==> src/sfx_pkg.sv <==
package sfx_pkg;

   // Default table depth and the fixed field widths.
   localparam int SFX_DEPTH = 1024;
   localparam int SIZE_W    = 11;
   localparam int KEY_W     = 12;
   localparam int DELTA_W   = 2;
   localparam int SUM_W     = 16;
   localparam int DATA_W    = 32;
   localparam int ADDR_W    = 2;

   localparam logic [SIZE_W-1:0] SIZE_RESET = 11'd1024;

   // Register byte address of size_in_use.
   localparam logic [ADDR_W-1:0] REG_SIZE_ADDR = 2'd0;

   // Operation codes of an input word.
   typedef enum logic [0:0] {
      OP_ADD   = 1'b0,
      OP_QUERY = 1'b1
   } op_type;

   // Commands from the controller to the datapath.
   typedef struct packed {
      logic start;
      logic step;
      logic clear;
      logic load_out;
   } cmd_type;

   // Status from the datapath to the controller.
   typedef struct packed {
      logic clr_last;
      logic done;
      logic is_query;
      logic out_busy;
   } status_type;

endpackage

==> src/sfx_ctrl.sv <==
module sfx_ctrl
   import sfx_pkg::*;
(
   input  logic       clock,
   input  logic       reset,
   input  logic       req_valid,
   output logic       req_ready,
   input  status_type status,
   output cmd_type    cmd
);

   typedef enum logic [1:0] {
      ST_CLEAR,
      ST_IDLE,
      ST_WALK
   } state_type;

   state_type state_ff;
   state_type state_in;

   // Next state and commands.
   always_comb begin
      state_in  = state_ff;
      cmd       = '0;
      req_ready = 1'b0;
      case (state_ff)
         ST_CLEAR: begin
            cmd.clear = 1'b1;
            if (status.clr_last) begin
               state_in = ST_IDLE;
            end
         end
         ST_IDLE: begin
            req_ready = 1'b1;
            if (req_valid) begin
               cmd.start = 1'b1;
               state_in  = ST_WALK;
            end
         end
         ST_WALK: begin
            cmd.step = 1'b1;
            if (status.done) begin
               if (!status.is_query) begin
                  state_in = ST_IDLE;
               end else if (!status.out_busy) begin
                  cmd.load_out = 1'b1;
                  state_in     = ST_IDLE;
               end
            end
         end
         default: begin
            state_in = ST_IDLE;
         end
      endcase
   end

   // State register; reset starts the clearing pass.
   always_ff @(posedge clock) begin
      if (reset) begin
         state_ff <= ST_CLEAR;
      end else begin
         state_ff <= state_in;
      end
   end

endmodule

==> config.mk <==
export PLATFORM = sky130hd
export DESIGN_NAME = sfx_ctrl
export DESIGN_NICKNAME = d
export VERILOG_FILES = /design/src/sfx_pkg.sv /design/src/sfx_ctrl.sv
export SDC_FILE = /design/constraint.sdc
export NUM_CORES = 1
export LEC_CHECK = 0
export BUFFER_PORTS_ARGS = -buffer_cell sky130_fd_sc_hd__buf_2
export CORE_AREA = 10 10 47 49
export DETAILED_ROUTE_END_ITERATION = 12
export DIE_AREA = 0 0 57 59
export SYNTH_ARGS = -nofsm -noshare
export SYNTH_HDL_FRONTEND = slang
export SYNTH_SLANG_ARGS = --single-unit
==> constraint.sdc <==
create_clock -name clock -period 2.2 [get_ports clock]
set_input_delay 0.11 -clock clock [delete_from_list [all_inputs] [get_ports clock]]
set_output_delay 0.11 -clock clock [all_outputs]
set_load 0.005 [all_outputs]
==> flow_metrics.env, run 1 <==
export IMPL_p_leak_nw=0.127
export IMPL_largestRegisters="state_ff: 2 flops"
export IMPL_cts_root_buf="clkbuf_4"
export IMPL_min_path_type="primary input to flop"
export IMPL_synth_cells=16
export IMPL_netlist_area_um2=128
export IMPL_synth_compound_area_frac=0.186
export IMPL_routed_wl_um=413
export IMPL_io_buffers=11
export IMPL_wire_per_inst_um=8.98
export IMPL_antenna_cells=0
export IMPL_syn_mean_instance_area_um2=7.98
export IMPL_finalSetupTns_ns=0
export IMPL_setup_viol=0
export IMPL_cts_setup_buffers=0
export IMPL_min_from="reset"
export IMPL_die_w_um=57
export IMPL_drive_gt1_frac=0.600
export IMPL_synth_top_area_share=0.314
export IMPL_largest_reg_flops=2
export IMPL_hpwlAfterDp_um=355
export IMPL_startpoint_type="flop"
export IMPL_synth_area_leaders="dfxtp_1 (31%), nor2b_4 (11%), nand2_1 (8.8%)"
export IMPL_synth_xor_area_frac=0
export IMPL_layout_setup_ws_ns=1.04
export IMPL_clkLatencyLatePin_ns=0.22
export IMPL_async_reset_ff_frac=0
export IMPL_num_nets_final=39
export IMPL_finalHoldViolCount=0
export IMPL_place_congestion=0.673
export IMPL_path_class="flop to output pin"
export IMPL_status="finished, final reports clean"
export IMPL_cap_violations=0
export IMPL_max_clock_freq_mhz=861
export IMPL_dp_slack_ns=1.26
export IMPL_synth_top_family_by_area="simple AND/OR/NAND/NOR gates"
export IMPL_yosys_area_top_type="dfxtp_1"
export IMPL_crit_start="state_ff[1]"
export IMPL_detail_route_vias_per_cell=3.28
export IMPL_rows=14
export IMPL_reg2reg_from="state_ff[0]"
export IMPL_maxSlewViolCount=0
export IMPL_synth_main_ff_cell="dfxtp_1"
export IMPL_synth_seq_cells=2
export IMPL_yosysSeqAreaShare=0.314
export IMPL_grt_remaining_overflow=0
export IMPL_cts_hold_buf=0
export IMPL_crit_path_end_kind="output pin"
export IMPL_syn_to_final_growth_pct=76.5
export IMPL_n_fill_cell=169
export IMPL_finalCriticalPeriod_ns=1.16
export IMPL_synth_cell_types=12
export IMPL_design_portCount=12
export IMPL_track_usage=0.0307
export IMPL_crit_path_max_fanout=4
export IMPL_max_slew_margin=0.877
export IMPL_tightest_slew_ns=0.184
export IMPL_rsz0062_at_grt="no"
export IMPL_dr_pass1_iters=2
export IMPL_cpMaxStageDelayCell="dfxtp_1"
export IMPL_cts_buffers_inserted=3
export IMPL_grt_pass1_vias=174
export IMPL_cts_num_sinks=2
export IMPL_drtIter0Drc=1
export IMPL_cp_cell_sequence="nand2b_1 -> nor3_1 -> buf_2"
export IMPL_die_area_um2=3360
export IMPL_netlist_top_cells_count="nand2_1 (3), dfxtp_1 (2), nor3_1 (2)"
export IMPL_min_period_over_period=0.528
export IMPL_die_h_um=59
export IMPL_synth_nets=23
export IMPL_peakVddDrop_v=0.000115
export IMPL_worst_ep_required_time_ns=2.09
export IMPL_synth_mux_area_frac=0
export IMPL_yosysMostFrequentCell="nand2_1"
export IMPL_grt_max_degree=6
export IMPL_powerDensity_nw_per_um2=676
export IMPL_yosys_area_share_adder=0
export IMPL_fin_skew_ns=0.00104
export IMPL_utilization=0.161
export IMPL_ys_warn_count=0
export IMPL_drtAntennaViolNets=0
export IMPL_synth_simple_area_share=0.471
export IMPL_htreeDepth=1
export IMPL_path_clk_slew_ns=0.03
export IMPL_post_route_drc_count=0
export IMPL_postCtsResizedCells=0
export IMPL_antenna_found_initial=0
export IMPL_max_stage_delay_ns=0.40
export IMPL_core_um2=1400
export IMPL_crit_arrival_ns=1.05
export IMPL_synth_edff_count=0
export IMPL_grt_first_pass_wirelength_um=676
export IMPL_cts_tree="done"
export IMPL_largest_register="state_ff"
export IMPL_start_util=0.0911
export IMPL_vias=151
export IMPL_clock_path_buffers=2
==> worst paths after layout <==
check	cells after the start	to	slack, ns
worst max-delay path	3	cmd[0]	1.04
worst min-delay path	2	state_ff[0]	0.07
worst max register to register	3	state_ff[0]	1.25
worst min register to register	2	state_ff[0]	0.60
==> layout by cell type, fill, tap and decap left out <==
cell	instances
and2_4	1
nand2_1	3
dfxtp_1	2
nor2_1	1
a21oi_1	1
inv_1	1
buf_2	11
o21ba_1	1
or2_2	1
a21oi_2	1
nand2b_1	1
clkbuf_4	3
nor3_1	2
nor2b_4	1
==> logic make-up (layout without fill, tap and decap cells) <==
group,after synthesis,count (layout)
AOI/OAI and AO/OA,3,3
and+or+nand+nor,10,10
buffers and inverters,1,15
DFF,2,2
==> routing by layer <==
metal | part of all wire | vias to the layer above | track usage
met2 | 0.53 | 6 | 0.0403
met3 | 0.18 | 0 | 0.0408
met5 | 0 | - | 0
li1 | - | 81 | -
met1 | 0.29 | 64 | 0.0166
met4 | 0 | 0 | 0.0403
==> power breakdown <==
part	switching [mW]	internal (mW)	total, mW
clock	0.0193	0.0600	0.0793
sequential	0.00336	0.0396	0.0430
combinational	0.0119	0.0179	0.0299
==> critical path: cells and delay by family (launching register included) <==
kind	cells	cell delay, ns
buffers and inverters	1	0.14
flip-flops	1	0.40
AND/OR/NAND/NOR	2	0.30
==> layout make-up <==
class	instances	area, um2	share of cell area
multi-input combinational	13	83.8	0.372
timing repair buffer	11	55.1	0.244
sequential	2	40.0	0.178
clock buffer	3	22.5	0.100
tap	16	20.0	0.0889
inverter	1	3.75	0.0167
==> metrics by stage <==
stage / cell area [um2] / instances / total power [mW] / hold slack (ns)
2_1_floorplan: 128 / 16 / 0.0591 / 0.189
3_3_place_gp: 203 / 43 / 0.0739 / 0.290
3_5_place_dp: 203 / 43 / 0.0739 / 0.295
4_1_cts: 225 / 46 / 0.159 / 0.0606
5_1_grt: 225 / 46 / 0.167 / 0.0656
6_report: 225 / 46 / 0.152 / 0.0660
(Power assumes the default switching activity.)
==> run 2, diff against run 1 <==
==> constraint.sdc (replaced) <==
create_clock -name clock -period 1.1 [get_ports clock]
set_input_delay 0.055 -clock clock [delete_from_list [all_inputs] [get_ports clock]]
set_output_delay 0.055 -clock clock [all_outputs]
set_load 0.005 [all_outputs]
==> run 2 against run 1 <==
Against the previous run:
- sequential power increased by 110%
- count of clock-buffer cells in the layout unchanged
- clock power increased by 100%
- die area did not move
- non-clock buffer count grew 1
- highest routed layer unchanged
- sequential share of layout area shrank 0.43 points
- flip-flop and latch count unchanged
- final area grew 8.9%
- global-route usage rose by 0.22 points
- utilization grew 1.4 points
==> flow_metrics.env, run 2 (synthesis gave the netlist of run 1 again) <==
export IMPL_status="finished, final reports clean"
export IMPL_cts_root_buf="clkbuf_4"
export IMPL_crit_path_end_kind="output pin"
export IMPL_cts_setup_buffers=0
export IMPL_grt_pass1_vias=183
export IMPL_track_usage=0.0329
export IMPL_path_class="flop to output pin"
export IMPL_maxSlewViolCount=0
export IMPL_max_stage_delay_ns=0.32
export IMPL_grt_first_pass_wirelength_um=752
export IMPL_wire_per_inst_um=9.62
export IMPL_place_congestion=0.585
export IMPL_path_clk_slew_ns=0.03
export IMPL_cpMaxStageDelayCell="dfxtp_2"
export IMPL_p_leak_nw=0.135
export IMPL_drtAntennaViolNets=0
export IMPL_clkLatencyLatePin_ns=0.22
export IMPL_crit_path_max_fanout=5
export IMPL_die_w_um=57
export IMPL_mostFrequentLayoutCells="buf_2 (11), nand2_1 (3), clkbuf_4 (3), nor3_1 (2), dfxtp_2 (2)"
export IMPL_setup_viol=0
export IMPL_min_path_type="primary input to flop"
export IMPL_rows=14
export IMPL_finalHoldViolCount=0
export IMPL_final_cell_count_no_fill=47
export IMPL_fin_skew_ns=0.00354
export IMPL_worst_path_buf_inv=1
export IMPL_largestRegisters="state_ff: 2 flops"
export IMPL_post_route_drc_count=0
export IMPL_fin_hold_ws_ns=0.178
export IMPL_powerDensity_nw_per_um2=1280
export IMPL_dr_pass1_iters=2
export IMPL_num_nets_final=40
export IMPL_die_area_um2=3360
export IMPL_critPathTopFamily="flip-flops"
export IMPL_cts_tree="done"
export IMPL_peakVddDrop_v=0.000326
export IMPL_dp_cells=43
export IMPL_layout_setup_ws_ns=0.0618
export IMPL_worst_ep_required_time_ns=1.04
export IMPL_syn_to_final_growth_pct=92.2
export IMPL_rsz0062_at_grt="no"
export IMPL_detail_route_vias_per_cell=3.40
export IMPL_worst_path_stages=3
export IMPL_drtIter0Drc=5
export IMPL_hpwlAfterDp_um=372
export IMPL_crit_arrival_ns=0.98
export IMPL_min_period_over_period=0.944
export IMPL_largest_register="state_ff"
export IMPL_design_portCount=12
export IMPL_grt_remaining_overflow=0
export IMPL_max_clock_freq_mhz=963
export IMPL_antenna_found_initial=0
export IMPL_reg2regPathDepth=3
export IMPL_die_h_um=59
export IMPL_final_common_cell="buf_2"
export IMPL_routed_wl_um=452
export IMPL_finalSetupTns_ns=0
export IMPL_cts_buffers_inserted=3
export IMPL_clock_path_buffers=2
export IMPL_largest_reg_flops=2
export IMPL_multi_input_comb_area_um2=91.3
export IMPL_vias=160
export IMPL_finalCriticalPeriod_ns=1.04
export IMPL_drive_gt1_frac=0.677
export IMPL_antenna_cells=0
export IMPL_dp_slack_ns=0.178
export IMPL_startpoint_type="flop"
export IMPL_tightest_slew_ns=0.136
export IMPL_htreeDepth=1
export IMPL_seq_area_um2=42.5
export IMPL_start_util=0.0911
export IMPL_max_slew_margin=0.909
export IMPL_core_um2=1400
export IMPL_whs_path_depth=3
export IMPL_cap_violations=0
export IMPL_cp_cell_sequence="nand2b_4 -> nor3_1 -> buf_2"
export IMPL_io_buffers=11
export IMPL_cts_num_sinks=2
export IMPL_grt_max_degree=6
export IMPL_n_fill_cell=164
## run 2: changes by cell type in the layout (fill, tap and decap cells not counted)
cell           change
dfxtp_1            -2
dfxtp_2            +2
dlygate4sd3_1      +1
nand2b_1           -1
nand2b_4           +1
## run 2: timing repair
item / in CTS / in global routing
gates resized for setup: 2 / 1
hold buffers: 1 / 0
hold endpoints to repair: 1 / 0
endpoints found under the setup margin: 1 / 2
## run 2: where the power goes
group / internal [mW] / switching (mW) / total, mW
clock network: 0.120 / 0.0392 / 0.159
logic: 0.0415 / 0.0243 / 0.0658
registers: 0.0807 / 0.00861 / 0.0893
## run 2: tightest hold or removal path, stage by stage
cell and delay, ns:
buf_2 0.09, a21oi_2 0.05, nor3_1 0.15
## run 2: path summary, 6_finish.rpt
kind            endpoint  slack (ns)         from
max               cmd[0]        0.06  state_ff[0]
min          state_ff[0]        0.18    status[2]
max reg2reg  state_ff[0]        0.17  state_ff[0]
min reg2reg  state_ff[0]        0.56  state_ff[1]
## run 2: final cells by class
| class | count | share of cell area |
|---|---|---|
| clock buffers | 3 | 0.0918 |
| well taps | 16 | 0.0816 |
| multi-input cells | 13 | 0.372 |
| inverters | 1 | 0.0153 |
| flip-flops and latches | 2 | 0.173 |
| repair buffers | 12 | 0.265 |
## run 2: layer usage
metal | routed length, um | share of wire | global-route usage | vias up
met5 | 0 | 0 | 0 | -
met2 | 215 | 0.48 | 0.0388 | 8
li1 | - | - | - | 82
met3 | 76 | 0.17 | 0.0515 | 0
met1 | 161 | 0.36 | 0.0250 | 70
met4 | 0 | 0 | 0.0201 | 0
## run 2: metrics by stage
step	area, um2	utilization	total power [mW]
floorplan	128	-	0.118
global placement	203	0.145	0.147
CTS	244	0.174	0.327
finish	245	0.175	0.314
detailed placement	203	0.145	0.148
global route	245	0.175	0.346
==> run 3, diff against run 2 <==
--- a/config.mk
+++ b/config.mk
@@ -5,10 +5,12 @@
 export SDC_FILE = /design/constraint.sdc
 export NUM_CORES = 1
 export LEC_CHECK = 0
+export ABC_AREA = 1
 export BUFFER_PORTS_ARGS = -buffer_cell sky130_fd_sc_hd__buf_2
 export CORE_AREA = 10 10 47 49
 export DETAILED_ROUTE_END_ITERATION = 12
 export DIE_AREA = 0 0 57 59
+export PLACE_DENSITY = 0.31
 export SYNTH_ARGS = -nofsm -noshare
 export SYNTH_HDL_FRONTEND = slang
 export SYNTH_SLANG_ARGS = --single-unit
==> run 3 against run 2 <==
Against the previous run:
- final cell count is 13% higher
- routed wire length rose by 15%
- utilization up 1.1 points
- sequential power up 8.5%
- global-route usage about the same
- total power is 12% higher
- via count increased by 15%
- critical endpoint is now cmd[3]
- highest routed layer unchanged
==> flow_metrics.env, run 3 <==
export IMPL_status="finished, final reports clean"
export IMPL_yosys_area_top_type="dfxtp_1"
export IMPL_clkLatencyLatePin_ns=0.23
export IMPL_grt_remaining_overflow=0
export IMPL_worst_ep_required_time_ns=1.04
export IMPL_dp_slack_ns=0.183
export IMPL_layout_setup_ws_ns=0.0702
export IMPL_largest_register="state_ff"
export IMPL_crit_path_max_fanout=5
export IMPL_grt_pass1_vias=200
export IMPL_cts_tree="done"
export IMPL_start_util=0.103
export IMPL_powerDensity_nw_per_um2=1350
export IMPL_n_fill_cell=167
export IMPL_max_slew_margin=0.883
export IMPL_rsz0062_at_grt="no"
export IMPL_finalSetupTns_ns=0
export IMPL_cts_num_sinks=2
export IMPL_routed_wl_um=522
export IMPL_cts_root_buf="clkbuf_4"
export IMPL_crit_path_end_kind="output pin"
export IMPL_vias=184
export IMPL_startpoint_type="flop"
export IMPL_finalCriticalPeriod_ns=1.03
export IMPL_synth_seq_cells=2
export IMPL_drtAntennaViolNets=0
export IMPL_die_area_um2=3360
export IMPL_yosysMostFrequentCell="nand2_1"
export IMPL_antenna_found_initial=0
export IMPL_cap_violations=0
export IMPL_cts_setup_buffers=0
export IMPL_yosysSeqAreaShare=0.278
export IMPL_design_portCount=12
export IMPL_fin_hold_ws_ns=0.119
export IMPL_path_clk_slew_ns=0.03
export IMPL_drtIter0Drc=4
export IMPL_max_clock_freq_mhz=971
export IMPL_num_nets_final=46
export IMPL_htreeDepth=1
export IMPL_mostFrequentLayoutCells="buf_2 (11), nand2_1 (5), inv_1 (3), clkbuf_4 (3)"
export IMPL_netlist_top_cells_count="nand2_1 (5), inv_1 (3), dfxtp_1 (2), inv_2 (2), nand2_2 (2)"
export IMPL_track_usage=0.0332
export IMPL_dr_pass1_iters=2
export IMPL_synth_cell_types=13
export IMPL_crit_arrival_ns=0.97
export IMPL_rows=14
export IMPL_drive_gt1_frac=0.649
export IMPL_synth_nets=29
export IMPL_finalHoldViolCount=0
export IMPL_synth_edff_count=0
export IMPL_synth_main_ff_cell="dfxtp_1"
export IMPL_cts_buffers_inserted=3
export IMPL_io_buffers=11
export IMPL_place_congestion=0.635
export IMPL_syn_to_final_growth_pct=80.9
export IMPL_core_um2=1400
export IMPL_synth_top_area_share=0.278
export IMPL_fin_skew_ns=0.00161
export IMPL_netlist_area_um2=144
export IMPL_min_path_type="primary input to flop"
export IMPL_detail_route_vias_per_cell=3.47
export IMPL_grt_first_pass_wirelength_um=786
export IMPL_die_h_um=59
export IMPL_final_common_cell="buf_2"
export IMPL_async_reset_ff_frac=0
export IMPL_post_route_drc_count=0
export IMPL_p_leak_nw=0.141
export IMPL_setup_viol=0
export IMPL_die_w_um=57
export IMPL_hpwlAfterDp_um=417
export IMPL_clock_path_buffers=2
export IMPL_antenna_cells=0
export IMPL_path_class="flop to output pin"
export IMPL_synth_cells=22
export IMPL_wire_per_inst_um=9.85
export IMPL_tightest_slew_ns=0.174
export IMPL_peakVddDrop_v=0.000457
export IMPL_largestRegisters="state_ff: 2 flops"
export IMPL_grt_max_degree=6
export IMPL_largest_reg_flops=2
export IMPL_synth_area_leaders="dfxtp_1 (28%), nand2_1 (13%), nand2_2 (8.7%)"
export IMPL_min_period_over_period=0.936
export IMPL_ys_warn_count=0
export IMPL_syn_mean_instance_area_um2=6.54
export IMPL_maxSlewViolCount=0
## run 3: worst paths after layout
kind,from,to,slack [ns],depth (start not counted)
min,req_valid,state_ff[1],0.12,3
max reg2reg,state_ff[1],state_ff[0],0.24,5
max,state_ff[0],cmd[3],0.07,5
min reg2reg,state_ff[0],state_ff[0],0.53,2
## run 3: cells by family after synthesis
kind of cell | after synthesis | synth area share
compound gates | 2 | 0.0956
buf+inv | 5 | 0.130
flops | 2 | 0.278
simple gates | 13 | 0.496
## run 3: worst max-delay path, cell delays in order (launching register included)
cell	delay, ns
dfxtp_2	0.38
inv_2	0.06
nor2_4	0.08
nand2_2	0.07
inv_1	0.05
buf_2	0.10
## run 3: through the flow
step	cells	instance area, um2	power [mW]	util
global placement	49	219	0.183	0.156
detailed placement	49	219	0.182	0.156
global route	53	260	0.374	0.186
CTS	53	254	0.363	0.181
floorplan	22	144	0.141	-
finish	53	260	0.352	0.186
## run 3: routing by layer
layer | routed length [um] | track usage
met1 | 234 | 0.0320
met2 | 208 | 0.0357
met5 | 0 | 0
met3 | 80 | 0.0258
met4 | 0 | 0.0503
## run 3: power breakdown
part	switching, mW	leakage [nW]	internal [mW]
clock	0.0462	0.0138	0.121
combinational	0.0469	0.110	0.0417
sequential	0.0136	0.0172	0.0833
total	0.107	0.141	0.246
## run 3: final cells by class
cell class,count,area (um2),share of cell area
Inverter,5,18.8,0.0721
Tap cell,16,20.0,0.0769
Clock buffer,3,22.5,0.0865
Multi-Input combinational cell,15,91.3,0.351
Timing Repair Buffer,12,65.1,0.250
Sequential cell,2,42.5,0.163
## run 3: repair_timing
action | 4_1_cts | 5_1_grt
gates cloned | 0 | 0
pin swaps | 0 | 1
hold buffers | 1 | 0
setup endpoints to repair | 2 | 1
resized for setup | 2 | 1
endpoints found under the hold margin | 1 | 0
